## src/hdl/alaw_gain_upsample_defines.svh

```systemverilog
// Assertion macros shared by the alaw_gain_upsample RTL.
// Included by the modules that carry concurrent assertions; no dependencies.
`ifndef ALAW_GAIN_UPSAMPLE_DEFINES_SVH
`define ALAW_GAIN_UPSAMPLE_DEFINES_SVH

// Same-cycle implication, disabled while reset is asserted
`define ALAWGU_ASSERT_NOW(label, clk, rstn, ante, cons, msg) \
    label: assert property (@(posedge clk) disable iff (!(rstn)) (ante) |-> (cons)) \
        else $error(msg);

// Next-cycle implication, disabled while reset is asserted
`define ALAWGU_ASSERT_NEXT(label, clk, rstn, ante, cons, msg) \
    label: assert property (@(posedge clk) disable iff (!(rstn)) (ante) |=> (cons)) \
        else $error(msg);

`endif

```

## src/hdl/alawgu_pkg.sv

```systemverilog
// Shared types, constants and the A-law expander for alaw_gain_upsample.
// No dependencies; used by every module of the block.
`timescale 1ns / 1ps

package alawgu_pkg;

    // Configuration register indexes
    localparam int CFG_INDEX_W = 8;
    localparam logic [CFG_INDEX_W-1:0] CFG_GAIN_Q15      = 8'd0;
    localparam logic [CFG_INDEX_W-1:0] CFG_OVERSAMPLE_ON = 8'd1;

    // Gain format and limits (Q15, clamped to plus or minus 8.0)
    localparam int GAIN_W = 20;
    localparam logic signed [GAIN_W-1:0] GAIN_MAX   = 20'sd262144;
    localparam logic signed [GAIN_W-1:0] GAIN_MIN   = -20'sd262144;
    localparam logic signed [GAIN_W-1:0] GAIN_RESET = 20'sd4096;

    localparam int SAMPLE_W = 16;
    localparam int PROD_W   = SAMPLE_W + GAIN_W;
    localparam logic [SAMPLE_W-1:0] DAC_OFFSET = 16'h8000;

    // Default depth of the queue between front and back
    localparam int FIFO_DEPTH_DEF = 4;

    typedef struct packed {
        logic [SAMPLE_W-1:0] sample;
        logic                pend;
    } sample_entry_t;

    // Expand one A-law byte to signed linear (magnitude at most 32256)
    function automatic logic signed [SAMPLE_W-1:0] alaw_expand(input logic [7:0] code);
        logic [7:0]          a;
        logic [2:0]          seg;
        logic [SAMPLE_W-1:0] mag;
        begin
            a   = code ^ 8'h55;
            seg = a[6:4];
            mag = {8'b0, a[3:0], 4'b0};
            if (seg == 3'd0) begin
                mag = mag + 16'd8;
            end else begin
                mag = (mag + 16'h0108) << (seg - 3'd1);
            end
            alaw_expand = a[7] ? $signed(mag) : -$signed(mag);
        end
    endfunction

endpackage

```

## src/hdl/alawgu_fifo.sv

```systemverilog
// Short queue of scaled samples between the front and the back.
// Depends on alawgu_pkg and alaw_gain_upsample_defines.svh.
`timescale 1ns / 1ps
`include "alaw_gain_upsample_defines.svh"

module alawgu_fifo #(
    parameter int DEPTH = alawgu_pkg::FIFO_DEPTH_DEF
) (
    input  logic                      aclk,
    input  logic                      aresetn,
    input  logic                      push,
    input  alawgu_pkg::sample_entry_t push_data,
    output logic                      full,
    input  logic                      pop,
    output alawgu_pkg::sample_entry_t pop_data,
    output logic                      empty
);

    localparam int PTR_W = (DEPTH > 1) ? $clog2(DEPTH) : 1;
    localparam int CNT_W = $clog2(DEPTH + 1);

    alawgu_pkg::sample_entry_t slots_reg [DEPTH];
    logic [PTR_W-1:0] wr_ptr_reg, wr_ptr_next;
    logic [PTR_W-1:0] rd_ptr_reg, rd_ptr_next;
    logic [CNT_W-1:0] count_reg, count_next;
    logic             do_push, do_pop;

    assign full     = (count_reg == CNT_W'(DEPTH));
    assign empty    = (count_reg == '0);
    assign do_push  = push && !full;
    assign do_pop   = pop && !empty;
    assign pop_data = slots_reg[rd_ptr_reg];

    // Advance pointers with wrap at the queue depth
    always_comb begin
        wr_ptr_next = wr_ptr_reg;
        rd_ptr_next = rd_ptr_reg;
        count_next  = count_reg;
        if (do_push) begin
            wr_ptr_next = (wr_ptr_reg == PTR_W'(DEPTH - 1)) ? '0 : wr_ptr_reg + 1'b1;
        end
        if (do_pop) begin
            rd_ptr_next = (rd_ptr_reg == PTR_W'(DEPTH - 1)) ? '0 : rd_ptr_reg + 1'b1;
        end
        if (do_push && !do_pop) begin
            count_next = count_reg + 1'b1;
        end else if (do_pop && !do_push) begin
            count_next = count_reg - 1'b1;
        end
    end

    always_ff @(posedge aclk) begin
        if (!aresetn) begin
            wr_ptr_reg <= '0;
            rd_ptr_reg <= '0;
            count_reg  <= '0;
        end else begin
            wr_ptr_reg <= wr_ptr_next;
            rd_ptr_reg <= rd_ptr_next;
            count_reg  <= count_next;
        end
    end

    // Store the pushed entry
    always_ff @(posedge aclk) begin
        if (do_push) begin
            slots_reg[wr_ptr_reg] <= push_data;
        end
    end

    `ALAWGU_ASSERT_NOW(a_fifo_count_bound, aclk, aresetn, 1'b1, count_reg <= CNT_W'(DEPTH), "queue count exceeds depth")
    `ALAWGU_ASSERT_NEXT(a_fifo_fill, aclk, aresetn, do_push && !do_pop, !empty, "queue empty after a lone push")

endmodule

```

## src/hdl/alawgu_front.sv

```systemverilog
// Front part: accepts A-law bytes, expands, scales by the gain, saturates and offsets.
// Depends on alawgu_pkg; feeds alawgu_fifo.
`timescale 1ns / 1ps

module alawgu_front (
    input  logic                                  aclk,
    input  logic                                  aresetn,
    input  logic signed [alawgu_pkg::GAIN_W-1:0]  gain_q15,
    input  logic                                  s_valid,
    output logic                                  s_ready,
    input  logic [7:0]                            s_alaw_code,
    input  logic                                  s_packet_end,
    output logic                                  push,
    output alawgu_pkg::sample_entry_t             push_data,
    input  logic                                  push_full
);

    localparam int SW = alawgu_pkg::SAMPLE_W;
    localparam int PW = alawgu_pkg::PROD_W;
    localparam int SHW = PW - 15;

    logic                 lin_valid_reg;
    logic signed [SW-1:0] lin_reg;
    logic                 lin_pend_reg;
    logic                 prod_valid_reg;
    logic signed [PW-1:0] prod_reg;
    logic                 prod_pend_reg;
    logic                 adv_lin, adv_prod;
    logic signed [SHW-1:0] shifted;
    logic signed [SW-1:0]  sat;

    // Each stage moves when the one after it can take its contents
    assign adv_prod = !prod_valid_reg || !push_full;
    assign adv_lin  = !lin_valid_reg || adv_prod;
    assign s_ready  = adv_lin;

    always_ff @(posedge aclk) begin
        if (!aresetn) begin
            lin_valid_reg  <= 1'b0;
            prod_valid_reg <= 1'b0;
        end else begin
            if (adv_lin) begin
                lin_valid_reg <= s_valid;
            end
            if (adv_prod) begin
                prod_valid_reg <= lin_valid_reg;
            end
        end
    end

    // Expand the byte, then multiply by the gain
    always_ff @(posedge aclk) begin
        if (adv_lin && s_valid) begin
            lin_reg      <= alawgu_pkg::alaw_expand(s_alaw_code);
            lin_pend_reg <= s_packet_end;
        end
        if (adv_prod && lin_valid_reg) begin
            prod_reg      <= PW'(lin_reg) * PW'(gain_q15);
            prod_pend_reg <= lin_pend_reg;
        end
    end

    // Arithmetic shift by 15 (floor), saturate to 16 bits, then offset
    assign shifted = prod_reg[PW-1:15];

    always_comb begin
        if (shifted > SHW'(32767)) begin
            sat = 16'sh7FFF;
        end else if (shifted < -SHW'(32768)) begin
            sat = -16'sh8000;
        end else begin
            sat = shifted[SW-1:0];
        end
    end

    assign push             = prod_valid_reg;
    assign push_data.sample = $unsigned(sat) + alawgu_pkg::DAC_OFFSET;
    assign push_data.pend   = prod_pend_reg;

endmodule

```

## src/hdl/alawgu_back.sv

```systemverilog
// Back part: keeps the sample history, forms the midpoint and drives results.
// Depends on alawgu_pkg and alaw_gain_upsample_defines.svh.
`timescale 1ns / 1ps
`include "alaw_gain_upsample_defines.svh"

module alawgu_back (
    input  logic                                  aclk,
    input  logic                                  aresetn,
    input  logic                                  oversample_on,
    input  logic                                  head_empty,
    input  alawgu_pkg::sample_entry_t             head,
    output logic                                  pop,
    output logic                                  m_valid,
    input  logic                                  m_ready,
    output logic [alawgu_pkg::SAMPLE_W-1:0]       m_dac_sample,
    output logic                                  m_last_of_pair,
    output logic                                  m_ends_packet
);

    localparam int SW = alawgu_pkg::SAMPLE_W;
    localparam int NW = SW + 5;

    logic [SW-1:0] oldest_reg, middle_reg, newest_reg;
    logic          out_valid_reg;
    logic [SW-1:0] out_sample_reg;
    logic          out_last_reg, out_end_reg;
    logic          hold_valid_reg;
    logic [SW-1:0] hold_sample_reg;
    logic          hold_pend_reg;
    logic          out_free, take;
    logic [NW-1:0] six_mid, three_new;
    logic signed [NW-1:0] num;
    logic [SW-1:0] mid;

    assign out_free = !out_valid_reg || m_ready;
    assign take     = out_free && !hold_valid_reg && !head_empty;
    assign pop      = take;

    // Midpoint from the history as it stands after this item shifts in
    assign six_mid   = {3'b0, newest_reg, 2'b0} + {4'b0, newest_reg, 1'b0};
    assign three_new = {4'b0, head.sample, 1'b0} + {5'b0, head.sample};
    assign num       = $signed(six_mid + three_new - {5'b0, middle_reg});

    // Truncate toward zero and clamp to the DAC range
    always_comb begin
        if (num[NW-1]) begin
            mid = '0;
        end else if (num[NW-2:SW+3] != '0) begin
            mid = '1;
        end else begin
            mid = num[SW+2:3];
        end
    end

    always_ff @(posedge aclk) begin
        if (!aresetn) begin
            oldest_reg     <= '0;
            middle_reg     <= '0;
            newest_reg     <= '0;
            out_valid_reg  <= 1'b0;
            hold_valid_reg <= 1'b0;
        end else begin
            if (out_free) begin
                if (hold_valid_reg) begin
                    // Release the held sample as the final transaction
                    out_valid_reg  <= 1'b1;
                    hold_valid_reg <= 1'b0;
                end else if (!head_empty) begin
                    out_valid_reg  <= 1'b1;
                    hold_valid_reg <= oversample_on;
                end else begin
                    out_valid_reg <= 1'b0;
                end
            end
            // Shift the history on every item taken
            if (take) begin
                oldest_reg <= middle_reg;
                middle_reg <= newest_reg;
                newest_reg <= head.sample;
            end
        end
    end

    // Result payload and the held sample
    always_ff @(posedge aclk) begin
        if (out_free) begin
            if (hold_valid_reg) begin
                out_sample_reg <= hold_sample_reg;
                out_last_reg   <= 1'b1;
                out_end_reg    <= hold_pend_reg;
            end else if (!head_empty) begin
                if (oversample_on) begin
                    out_sample_reg <= mid;
                    out_last_reg   <= 1'b0;
                    out_end_reg    <= 1'b0;
                end else begin
                    out_sample_reg <= head.sample;
                    out_last_reg   <= 1'b1;
                    out_end_reg    <= head.pend;
                end
            end
        end
        if (take) begin
            hold_sample_reg <= head.sample;
            hold_pend_reg   <= head.pend;
        end
    end

    assign m_valid        = out_valid_reg;
    assign m_dac_sample   = out_sample_reg;
    assign m_last_of_pair = out_last_reg;
    assign m_ends_packet  = out_end_reg;

    `ALAWGU_ASSERT_NOW(a_hold_needs_out, aclk, aresetn, hold_valid_reg, out_valid_reg, "held sample without a midpoint in the output register")
    `ALAWGU_ASSERT_NEXT(a_mid_then_final, aclk, aresetn, out_valid_reg && !out_last_reg && m_ready, out_valid_reg && out_last_reg, "midpoint not followed by its sample")
    `ALAWGU_ASSERT_NOW(a_end_on_final, aclk, aresetn, out_valid_reg && out_end_reg, out_last_reg, "packet end flagged on a midpoint")
    `ALAWGU_ASSERT_NOW(a_no_pop_while_held, aclk, aresetn, hold_valid_reg, !pop, "queue popped while a sample is held")

endmodule

```

## src/hdl/alaw_gain_upsample.sv

```systemverilog
// Top level of the A-law decoder with gain and 2x quadratic interpolation.
// Depends on alawgu_pkg, alawgu_front, alawgu_fifo and alawgu_back.
//
// Usage:
//   s_ channel: one A-law byte (s_alaw_code) and a packet marker
//   (s_packet_end) per transaction, valid/ready handshake.
//   m_ channel: offset-binary DAC samples (32768 is silence). With
//   oversampling on, each byte gives a midpoint (m_last_of_pair low) and
//   then its sample (m_last_of_pair high, m_ends_packet copied from input).
//   cfg_ channel: index 0 writes the Q15 gain (clamped to plus or minus
//   8.0), index 1 the oversample enable; other indexes are ignored.
//   cfg_ready is always high; write only while the block is idle.
// Path: the input transaction loads the expand register, then the multiply
//   register, then a queue slot, then the output register that drives m_valid.
// Throughput: one byte per cycle with oversampling off while m_ready is high;
//   with it on, each byte leaves as two transactions through the single output
//   register of the back part, which takes no new byte until the held one is out.
// Reset: aresetn low for one clock clears history to zero, gain to 0.125,
//   oversampling on, and empties the pipeline. When the receiver stalls,
//   the output register holds, the queue fills, then s_ready drops.
`timescale 1ns / 1ps

module alaw_gain_upsample #(
    parameter int FIFO_DEPTH = alawgu_pkg::FIFO_DEPTH_DEF
) (
    input  logic                                   aclk,
    input  logic                                   aresetn,
    input  logic                                   s_valid,
    output logic                                   s_ready,
    input  logic [7:0]                             s_alaw_code,
    input  logic                                   s_packet_end,
    output logic                                   m_valid,
    input  logic                                   m_ready,
    output logic [alawgu_pkg::SAMPLE_W-1:0]        m_dac_sample,
    output logic                                   m_last_of_pair,
    output logic                                   m_ends_packet,
    input  logic                                   cfg_valid,
    output logic                                   cfg_ready,
    input  logic [alawgu_pkg::CFG_INDEX_W-1:0]     cfg_index,
    input  logic signed [alawgu_pkg::GAIN_W-1:0]   cfg_data
);

    logic signed [alawgu_pkg::GAIN_W-1:0] gain_reg;
    logic                                 oversample_reg;
    logic                                 push, full, pop, empty;
    alawgu_pkg::sample_entry_t            push_data, pop_data;

    assign cfg_ready = 1'b1;

    // Take register writes, clamping the gain to its bounds
    always_ff @(posedge aclk) begin
        if (!aresetn) begin
            gain_reg       <= alawgu_pkg::GAIN_RESET;
            oversample_reg <= 1'b1;
        end else if (cfg_valid) begin
            if (cfg_index == alawgu_pkg::CFG_GAIN_Q15) begin
                if (cfg_data > alawgu_pkg::GAIN_MAX) begin
                    gain_reg <= alawgu_pkg::GAIN_MAX;
                end else if (cfg_data < alawgu_pkg::GAIN_MIN) begin
                    gain_reg <= alawgu_pkg::GAIN_MIN;
                end else begin
                    gain_reg <= cfg_data;
                end
            end else if (cfg_index == alawgu_pkg::CFG_OVERSAMPLE_ON) begin
                oversample_reg <= cfg_data[0];
            end
        end
    end

    alawgu_front u_front (
        .aclk         (aclk),
        .aresetn      (aresetn),
        .gain_q15     (gain_reg),
        .s_valid      (s_valid),
        .s_ready      (s_ready),
        .s_alaw_code  (s_alaw_code),
        .s_packet_end (s_packet_end),
        .push         (push),
        .push_data    (push_data),
        .push_full    (full)
    );

    alawgu_fifo #(
        .DEPTH (FIFO_DEPTH)
    ) u_fifo (
        .aclk      (aclk),
        .aresetn   (aresetn),
        .push      (push),
        .push_data (push_data),
        .full      (full),
        .pop       (pop),
        .pop_data  (pop_data),
        .empty     (empty)
    );

    alawgu_back u_back (
        .aclk           (aclk),
        .aresetn        (aresetn),
        .oversample_on  (oversample_reg),
        .head_empty     (empty),
        .head           (pop_data),
        .pop            (pop),
        .m_valid        (m_valid),
        .m_ready        (m_ready),
        .m_dac_sample   (m_dac_sample),
        .m_last_of_pair (m_last_of_pair),
        .m_ends_packet  (m_ends_packet)
    );

endmodule
```

## config.mk

```make
export PLATFORM = sky130hd
export DESIGN_NAME = alaw_gain_upsample
export DESIGN_NICKNAME = d
export VERILOG_FILES = /design/src/hdl/alawgu_pkg.sv /design/src/hdl/alawgu_fifo.sv /design/src/hdl/alawgu_front.sv /design/src/hdl/alawgu_back.sv /design/src/hdl/alaw_gain_upsample.sv
export VERILOG_INCLUDE_DIRS = /design/src /design/src/hdl
export SDC_FILE = /design/constraint.sdc
export NUM_CORES = 1
export LEC_CHECK = 0
export BUFFER_PORTS_ARGS = -buffer_cell sky130_fd_sc_hd__buf_2
export CAP_MARGIN = 25
export CORE_ASPECT_RATIO = 1.5
export CORE_MARGIN = 2
export CORE_UTILIZATION = 66
export CTS_BUF_LIST = sky130_fd_sc_hd__clkbuf_16
export CTS_CLUSTER_SIZE = 40
export DETAILED_ROUTE_END_ITERATION = 12
export PLACE_DENSITY = 0.91
export SETUP_SLACK_MARGIN = 0.1
export SYNTH_ARGS = -nofsm -noshare
export SYNTH_HDL_FRONTEND = slang
export SYNTH_SLANG_ARGS = --single-unit
```

## constraint.sdc

```tcl
create_clock -name aclk -period 17.6 [get_ports aclk]
set_clock_uncertainty 0.2 [all_clocks]
set_input_delay 0.88 -clock aclk [delete_from_list [all_inputs] [get_ports aclk]]
set_output_delay 0.88 -clock aclk [all_outputs]
set_load 0.03 [all_outputs]
```

== Yosys cells after proc, flatten, opt, wreduce, memory -nomap -nowiden ==
Memory sizes are Yosys's and may differ from the RTL's. A register that Yosys moved wholly into a read port is not among the register bits.
Index checks and enable logic that the tools add are counted.

* Add/subtract/negate cells: 13
* Multipliers: 1
* Order comparisons: 4
* Equality and inequality tests: 5
* Shift-type cells: 1
* Muxes and demuxes: 29
* Bitwise operators: 2
* Reductions and logical operators: 26

{| class="wikitable"
|+ Operator list
! cell !! count
|-
| 16-bit 2-to-1 mux || 10
|-
| 20-bit 2-to-1 mux || 2
|-
| 16-bit by 20-bit multiplier with 36-bit output || 1
|-
| 21-bit adder || 1
|-
| 21-bit by 16-bit > comparator with 1-bit output, second input constant || 1
|-
| 21-bit by 16-bit < comparator with 1-bit output, second input constant || 1
|-
| 21-bit by 16-bit subtractor with 21-bit output || 1
|-
| 20-bit > comparator, second input constant || 1
|-
| 20-bit by 19-bit < comparator with 1-bit output, second input constant || 1
|-
| 18-bit by 17-bit adder with 19-bit output || 1
|-
| 17-bit by 16-bit adder with 18-bit output || 1
|-
| 16-bit adder, second input constant || 1
|-
| 16-bit negation || 1
|-
| 16-bit by 3-bit << shifter with 16-bit output || 1
|-
| 1-bit 2-to-1 mux || 11
|-
| 8-bit by 9-bit adder with 10-bit output, second input constant || 1
|-
| 8-bit by 4-bit adder with 9-bit output, second input constant || 1
|-
| 8-bit by 1-bit equality test with 1-bit output, second input constant || 1
|-
| 1-bit logical AND || 8
|-
| 1-bit logical NOT || 8
|-
| 8-bit logical NOT || 1
|-
| 2-bit 2-to-1 mux || 4
|-
| 3-bit logical NOT || 2
|-
| 3-bit 2-to-1 mux || 2
|-
| 12 further kinds || 18
|}

* Flip-flop bits (word level): 153
* Bits in writable memories: 68
* Input port bits: 42
* Output and inout port bits: 21
* Word-level logic and storage cells: 102
* Memories kept: 1

{| class="wikitable"
|+ Memories
! name !! words !! width !! read ports !! clocked after memory_dff !! wr ports !! RTL line !! text
|-
| u_fifo.slots_reg || 4 || 17 || 1 || 1 || 1 || alawgu_fifo.sv:22 || <nowiki>alawgu_pkg::sample_entry_t slots_reg [DEPTH];</nowiki>
|}

== Logic depth before layout (Yosys ltp) ==
Gate-level depths: netlist of run 1.

* Depth in word-level cells: 8
* Gate-level depth with buffers: 24
* Gate-level depth less buffers: 22

== Modules after synthesis ==
From an unflattened synthesis of run 1, not the netlist that was laid out.

* Cell total of the unflattened synthesis: 1963
* Area total of the unflattened synthesis: 20044.2 sq um

{| class="wikitable"
|+ By module, submodules not included
! module !! instances !! cells an instance !! area an instance (sq um) !! sequential area each (sq um)
|-
| alawgu_front || 1 || 1176 || 10978.0 || 1121.1
|-
| alawgu_back || 1 || 545 || 5113.7 || 1731.7
|-
| alawgu_fifo || 1 || 140 || 2972.9 || 2222.1
|-
| alaw_gain_upsample || 1 || 102 || 979.7 || 420.4
|}

== Worst setup path before layout of run 1 ==
No wires, ideal clock.

* Path kind: reg2reg
* From: reg (tool-made name)
* To: reg u_back.out_sample_reg[14], in the netlist u_back.m_dac_sample[14] (data pin)
* Library setup time: 0.271 ns
* Arrival: 5.970 ns
* Required time: 17.129 ns
* Setup slack: 11.159 ns
* Stages on the path, launching flop included: 25
* Path buffers: 2
* Period minus slack after synthesis: 6.441 ns
* Cell sequence: dfxtp_1 buf_6 buf_1 mux4_2 ha_1 inv_1 fa_1 nor2b_1 o21ai_0 a21boi_0 o21ai_0 a21oi_1 a2111oi_0 or2_2 xnor2_1 fa_1 ha_1 o21a_1 nor2_1 a21oi_1 a21oi_1 a21boi_2 o41ai_4 xor2_2 a31oi_1

{| class="wikitable"
|+ RTL lines
! element !! RTL line !! text
|-
| end signal, assigned || alawgu_back.sv:88 || <nowiki>out_sample_reg <= hold_sample_reg;</nowiki>
|-
| end signal, assigned || alawgu_back.sv:93 || <nowiki>out_sample_reg <= mid;</nowiki>
|-
| end signal, assigned || alawgu_back.sv:97 || <nowiki>out_sample_reg <= head.sample;</nowiki>
|-
| end, declared || alawgu_back.sv:25 || <nowiki>logic [SW-1:0] out_sample_reg;</nowiki>
|}

==> reports/results.ini, run 1 <==
[power_and_ir_drop]
p_per_area_nw_per_um2 = 183
ir_drop_mv = 0.256
power_leakage_nw = 9.26

[layout]
drive_gt1_share_pct = 7.28
finalNetCount = 2389
multi_input_area_sq_um = 12900
most-common-layout-cells = 272 x inv_1, 258 x nand2_1, 256 x fa_1
final_common_cell = inv_1
final-seq-area_sq_um = 5500
largest_reg_flops = 68
post-route-util_pct = 71.2
area.growth.synth_to_final_pct = 6.38
antennaDiodeCount = 0
fill_cells = 1969

[global_routing]
grt_overflow = 0
grt_use_total_pct = 28.8
grt_antenna_before_repair = 0
grt_pass1_wl_um = 73400
grt_pass1_vias = 15500
grt_max_degree = 65

[sta]
finalSetupViolations = 0
setup_tns_ns = 0
hold_viol = 0
period_needed_ns = 7.47
holdWs_ns = 0.221
worst_pin_slew_ns = 1.01
drv_slew = 0
fin_crit_sh_pct = 42.4
fmax_mhz = 134
rsz0062_at_grt = no
max_slew_margin_pct = 32.7

[critical_path]
cp-end-kind = register
crit_path_start_kind = register
critPathArrivalTime_ns = 7.52
critPathMaxFanout = 15
cp_data_required_time_ns = 17.65
critical_path_class = register to register

[route]
wirelength_um = 44000
dr_total_vias = 14300
wl_per_cell_um = 18.7
drt_iter0_markers = 852
drc_errors = 0
ant_nets = 0
drtPass1Iterations = 5
via_per_inst = 6.04

[floorplan]
pin_count = 63
start_util_pct = 67.0
die-area_sq_um = 31300
die_h_um = 216
num_rows = 77
die_w_um = 145
core_sq_um = 29500

[cts]
clk_path_buf_depth = 3
hold_buffers = 0
insertion_delay_ns = 0.51
cts_setup_buffers = 0
clkTransAtPathRegs_ns = 0.07
cts_htree_levels = 1
cts_resized = 0
clockRootBuffer = clkbuf_16
numCtsBuffers = 21
cts_tree = done
cts.sinks = 205

[logic_synthesis]
synth_warnings = 0
avgSynthCellArea_sq_um = 10.2
synth_seq_cells = 205
yosysSeqAreaShare_pct = 27.8
synth_cell_types = 75
synth_edf_count = 139
netlist_instances = 1931
syn-num-nets = 2371
synthesis.area_sq_um = 19700
async_flop_share_pct = 0
ys.flop_type = edfxtp_1

[placement]
dp_hpwl_um = 34400
port_buffers = 61
gp_congestion = 0.918

[outcome]
status = complete, no violations

[job]
max_cap_viol_count = 0

[worst_hold_path]
hold_class = register to register

## area by class of cell
| class | count | share of cell area, % |
|---|---|---|
| Timing Repair Buffer | 74 | 2.05 |
| Inverter | 268 | 4.79 |
| Clock inverter | 16 | 0.524 |
| Multi-Input combinational cell | 1379 | 61.6 |
| Clock buffer | 21 | 2.50 |
| Tap cell | 395 | 2.35 |
| Sequential cell | 205 | 26.2 |
## cell usage after synthesis, types with 4 or more instances
cell | instances | area share (%)
ha_1 | 142 | 9.0
a21oi_1 | 57 | 1.4
nand2b_1 | 13 | 0.41
xnor2_1 | 53 | 2.4
nand2_1 | 258 | 4.9
o211ai_1 | 6 | 0.23
or3_1 | 7 | 0.22
edfxtp_1 | 139 | 21
and2_1 | 101 | 3.2
nor4_1 | 6 | 0.19
or2_2 | 6 | 0.19
and3_1 | 6 | 0.19
a22oi_1 | 27 | 1.0
inv_1 | 267 | 5.1
nor3_1 | 36 | 0.91
a21o_1 | 30 | 1.1
fa_1 | 256 | 26
xor2_1 | 20 | 0.89
nor2b_1 | 37 | 1.2
o31ai_1 | 4 | 0.15
o21bai_1 | 4 | 0.15
a21boi_0 | 36 | 1.4
mux2i_1 | 18 | 0.91
o21a_1 | 17 | 0.65
mux4_2 | 15 | 1.7
nor2_1 | 80 | 1.5
nand3_1 | 14 | 0.35
mux2_2 | 5 | 0.29
a2bb2oi_1 | 4 | 0.18
dfxtp_1 | 66 | 6.7
clkbuf_1 | 76 | 1.4
nand4_1 | 6 | 0.19
o21ai_0 | 45 | 1.1
a22o_1 | 7 | 0.31
a31oi_1 | 7 | 0.22
## kinds of logic (layout without fill, tap and decap cells)
| group | count (synthesis) | after routing | share of synthesized area, % |
|---|---|---|---|
| AO/OA/AOI/OAI | 281 | 281 | 9.91 |
| XOR/XNOR | 74 | 74 | 3.32 |
| adder cells (fa/ha/maj) | 398 | 398 | 35.0 |
| buffers and inverters | 347 | 379 | 6.65 |
| flip-flops | 205 | 205 | 27.8 |
| multiplexers | 40 | 40 | 3.18 |
| other | 1 | 1 | 0.0190 |
| AND/OR/NAND/NOR | 585 | 585 | 14.1 |
## metrics by stage
step / worst slack (ns) / total power, W / cell area (sq um) / std cells
finish: 10.13 / 0.00384 / 21000 / 2358
global route: 9.67 / 0.00417 / 21000 / 2358
CTS: 10.21 / 0.00380 / 20900 / 2353
detailed placement: 10.31 / 0.00336 / 20300 / 2316
global placement: 10.68 / 0.00323 / 20300 / 2315
floorplan: 11.16 / 0.00281 / 19700 / 1931
## worst max-delay path: stages, from the launching register on
cell	delay, ns
dfxtp_1	0.44
buf_4	0.35
mux4_2	0.65
ha_1	0.27
inv_1	0.07
fa_1	0.22
nor2b_1	0.06
o21ai_0	0.20
a21boi_0	0.16
o21ai_0	0.38
a21oi_1	0.24
a2111oi_0	0.72
or2_2	0.25
xnor2_1	0.15
fa_1	0.48
ha_1	0.38
o21a_1	0.19
nor2_1	0.08
a21oi_1	0.05
a21oi_1	0.30
a21boi_2	0.13
o41ai_4	0.67
xor2_2	0.38
a31oi_1	0.14
## worst paths after layout
path	startpoint	end	slack [ns]	cells after the start
max reg2reg	register	u_back.m_dac_sample[14]$_DFFE_PP_	10.13	23
min	u_front.lin_pend_reg$_DFFE_PP_	u_front.prod_pend_reg$_DFFE_PP_	0.22	0
min reg2reg	u_front.lin_pend_reg$_DFFE_PP_	u_front.prod_pend_reg$_DFFE_PP_	0.22	0
max	register	u_back.m_dac_sample[14]$_DFFE_PP_	10.13	23
## per-layer routing
layer	routed length, um	part of all wire (%)	GRT usage (%)	vias up
met1	15200	35	30.7	7126
met5	0	0	0	-
li1	-	-	-	6391
met4	2500	5.7	15.5	0
met2	24200	55	55.0	556
met3	2120	4.8	3.26	180
## report_power, final
part | switching (W) | total, W | internal [W]
clock network | 0.000185 | 0.000418 | 0.000233
registers | 0.0000832 | 0.000783 | 0.000700
logic | 0.00153 | 0.00264 | 0.00111
(Power assumes the default switching activity.)
==> run 2: changes to the inputs <==
--- a/config.mk
+++ b/config.mk
@@ -10,11 +10,11 @@
 export CAP_MARGIN = 25
 export CORE_ASPECT_RATIO = 1.5
 export CORE_MARGIN = 2
-export CORE_UTILIZATION = 66
+export CORE_UTILIZATION = 65
 export CTS_BUF_LIST = sky130_fd_sc_hd__clkbuf_16
 export CTS_CLUSTER_SIZE = 40
 export DETAILED_ROUTE_END_ITERATION = 12
-export PLACE_DENSITY = 0.91
+export PLACE_DENSITY = 0.9
 export SETUP_SLACK_MARGIN = 0.1
 export SYNTH_ARGS = -nofsm -noshare
 export SYNTH_HDL_FRONTEND = slang
==> constraint.sdc (replaced) <==
create_clock -name aclk -period 7.4 [get_ports aclk]
set_clock_uncertainty 0.2 [all_clocks]
set_input_delay 0.37 -clock aclk [delete_from_list [all_inputs] [get_ports aclk]]
set_output_delay 0.37 -clock aclk [all_outputs]
set_load 0.03 [all_outputs]
==> run 2 against run 1 <==
  * Combinational power grew 140%
  * Count of clock-buffer cells in the layout grew 2
  * Global-route usage is essentially flat
  * Wire length grew 3.0%
  * Critical endpoint is now u_front.prod_reg[35]$_DFFE_PP_
  * Largest cell class unchanged
==> reports/results.ini, run 2 (synthesized netlist as in run 1, its figures left out) <==
[outcome]
status = complete, no violations  ; unchanged

[power_and_ir_drop]
internal_power_w = 0.00512  ; was 0.00204 W
p_seq_share_pct = 19.6  ; was 20.4%
clkPwrFrac_pct = 12.4  ; was 10.9%
power_leakage_nw = 9.45  ; was 9.26 nW
swShare_pct = 45.8  ; was 46.8%
power.share.combinational_pct = 67.9  ; was 68.7%
power_w = 0.00944  ; was 0.00384 W
p_per_area_nw_per_um2 = 441  ; was 183 nW/um^2
switchingPower_w = 0.00432  ; was 0.00180 W
ir_drop_mv = 0.555  ; was 0.256 mV

[sta]
finalSetupViolations = 0  ; unchanged
fmax_mhz = 143  ; was 134 MHz
fin_crit_sh_pct = 94.8  ; was 42.4%
period_needed_ns = 7.01  ; was 7.47 ns
worst_pin_slew_ns = 1.05  ; was 1.01 ns
hold_viol = 0  ; unchanged
setup_ws_ns = 0.388  ; was 10.13 ns
rsz0062_at_grt = no  ; unchanged
setup_tns_ns = 0  ; unchanged
drv_slew = 0  ; unchanged
max_slew_margin_pct = 29.9  ; was 32.7%

[placement]
dp_hpwl_um = 34500  ; was 34400 um
port_buffers = 61  ; unchanged
place_ws_ns = 0.578  ; was 10.31 ns
dp.cells = 2327  ; was 2316
gp_congestion = 0.892  ; was 0.918

[critical_path]
cp_data_required_time_ns = 7.44  ; was 17.65 ns
r2r_cells = 17  ; was 23
r2r_slack_ns = 0.39  ; was 10.13 ns
critical_path_class = register to register  ; unchanged
cp-end-kind = register  ; unchanged
r2r_start = u_front.lin_reg[15]$_DFFE_PP_
crit_path_start_kind = register  ; unchanged
critPathMaxFanout = 16  ; was 15
worstReg2RegEnd = u_front.prod_reg[35]$_DFFE_PP_  ; was u_back.m_dac_sample[14]$_DFFE_PP_
critPathArrivalTime_ns = 7.06  ; was 7.52 ns

[global_routing]
grt_overflow = 0  ; unchanged
grt_pass1_wl_um = 73300  ; was 73400 um
grt_pass1_vias = 15700  ; was 15500
grt_max_degree = 65  ; unchanged
grt_use_total_pct = 28.8  ; about the same
grt_antenna_before_repair = 0  ; unchanged

[layout]
most-common-layout-cells = 270 x inv_1, 258 x nand2_1, 256 x fa_1  ; was 272 x inv_1, 258 x nand2_1, 256 x fa_1
final_cells = 2398  ; was 2358
final_common_cell = inv_1  ; unchanged
final-seq-area_sq_um = 5500  ; unchanged
antennaDiodeCount = 0  ; unchanged
multi_input_area_sq_um = 12900  ; unchanged
area.growth.synth_to_final_pct = 8.55  ; was 6.38%
finalNetCount = 2422  ; was 2389
drive_gt1_share_pct = 7.66  ; was 7.28%
fill_cells = 2032  ; was 1969
largest_reg_flops = 68  ; unchanged

[job]
max_cap_viol_count = 0  ; unchanged

[route]
drt_iter0_markers = 902  ; was 852
via_per_inst = 6.05  ; was 6.04
drc_errors = 0  ; unchanged
wl_per_cell_um = 18.9  ; was 18.7 um
drtPass1Iterations = 5  ; unchanged
wirelength_um = 45300  ; was 44000 um
ant_nets = 0  ; unchanged
dr_total_vias = 14500  ; was 14300

[cts]
numCtsBuffers = 22  ; was 21
insertion_delay_ns = 0.53  ; was 0.51 ns
cts_resized = 0  ; unchanged
cts.sinks = 205  ; unchanged
clkTransAtPathRegs_ns = 0.07  ; about the same
clk_path_buf_depth = 3  ; unchanged
clockRootBuffer = clkbuf_16  ; unchanged
cts_tree = done  ; unchanged
cts_htree_levels = 1  ; unchanged

[worst_hold_path]
hold_class = input port to register  ; was register to register
hp-start = m_ready  ; was u_front.lin_pend_reg$_DFFE_PP_
worstHoldPathCells = 4  ; was 0
hold-path-endpoint = u_back.hold_valid_reg$_SDFFE_PN0N_  ; was u_front.prod_pend_reg$_DFFE_PP_

[floorplan]
die_h_um = 217  ; was 216 um
num_rows = 78  ; was 77
die_w_um = 146  ; was 145 um
die-area_sq_um = 31800  ; was 31300 sq um
start_util_pct = 65.7  ; was 67.0%
pin_count = 63  ; unchanged
core_sq_um = 30100  ; was 29500 sq um

[run 2: worst max-delay path, cell delays in order, from the launching register on]
cell and delay [ns]:
edfxtp_1 0.49, inv_1 0.51, nor2_1 0.14, fa_1 0.56
fa_1 0.52, fa_1 0.52, fa_1 0.53, fa_1 0.50
ha_1 0.33, ha_1 0.37, a21o_1 0.22, a21o_1 0.22
a221oi_1 0.40, o21ai_0 0.20, o21ai_0 0.41, a21oi_1 0.22
nor4_1 0.27, nor3_1 0.09
[run 2: area by class of cell]
type	instances	area share (%)
Clock inverter	17	0.899
Tap cell	400	2.34
Multi-Input combinational cell	1379	60.4
Sequential cell	205	25.6
Timing Repair Buffer	106	3.36
Inverter	268	4.69
Clock buffer	23	2.69
[run 2: per-stage QoR]
| step | hold WS (ns) | utilization, % | cell area (sq um) |
|---|---|---|---|
| global placement | 0.205 | 67.7 | 20300 |
| global route | 0.105 | 71.3 | 21400 |
| CTS | 0.0642 | 71.1 | 21400 |
| detailed placement | 0.215 | 67.7 | 20400 |
| floorplan | 0.200 | - | 19700 |
| finish | 0.0769 | 71.3 | 21400 |
[run 2: power groups by stage]
stage	Combinational, W	Clock [W]	Sequential (W)
global placement	0.00583	0	0.00186
floorplan	0.00480	0	0.00188
global route	0.00707	0.00121	0.00188
finish	0.00641	0.00117	0.00185
CTS	0.00622	0.00117	0.00185
detailed placement	0.00614	0	0.00187
[run 2: worst max-delay path by stage]
stage                                         to                     startpoint  slack (ns)  depth (start not counted)
4_1_cts           u_front.prod_reg[35]$_DFFE_PP_  u_front.lin_reg[15]$_DFFE_PP_        0.47                         17
6_report          u_front.prod_reg[35]$_DFFE_PP_  u_front.lin_reg[15]$_DFFE_PP_        0.39                         17
3_3_place_gp      u_front.prod_reg[35]$_DFFE_PP_  u_front.lin_reg[15]$_DFFE_PP_        0.84                         17
3_5_place_dp      u_front.prod_reg[35]$_DFFE_PP_  u_front.lin_reg[15]$_DFFE_PP_        0.58                         17
2_1_floorplan  u_back.m_dac_sample[14]$_DFFE_PP_                       register        0.96                         24
5_1_grt         u_back.m_dac_sample[0]$_DFFE_PP_                       register        0.13                         23
[run 2: routing by layer]
| layer | track usage (%) | wire (um) |
|---|---|---|
| met4 | 15.3 | 2530 |
| met5 | 0 | 0 |
| met2 | 56.7 | 25100 |
| met3 | 3.49 | 2780 |
| met1 | 29.2 | 14900 |
[run 2: timing repair]
action,CTS,global route
buffers inserted,0,3
hold endpoints to repair,23,0
hold buffers,25,0
setup endpoints to repair,0,4
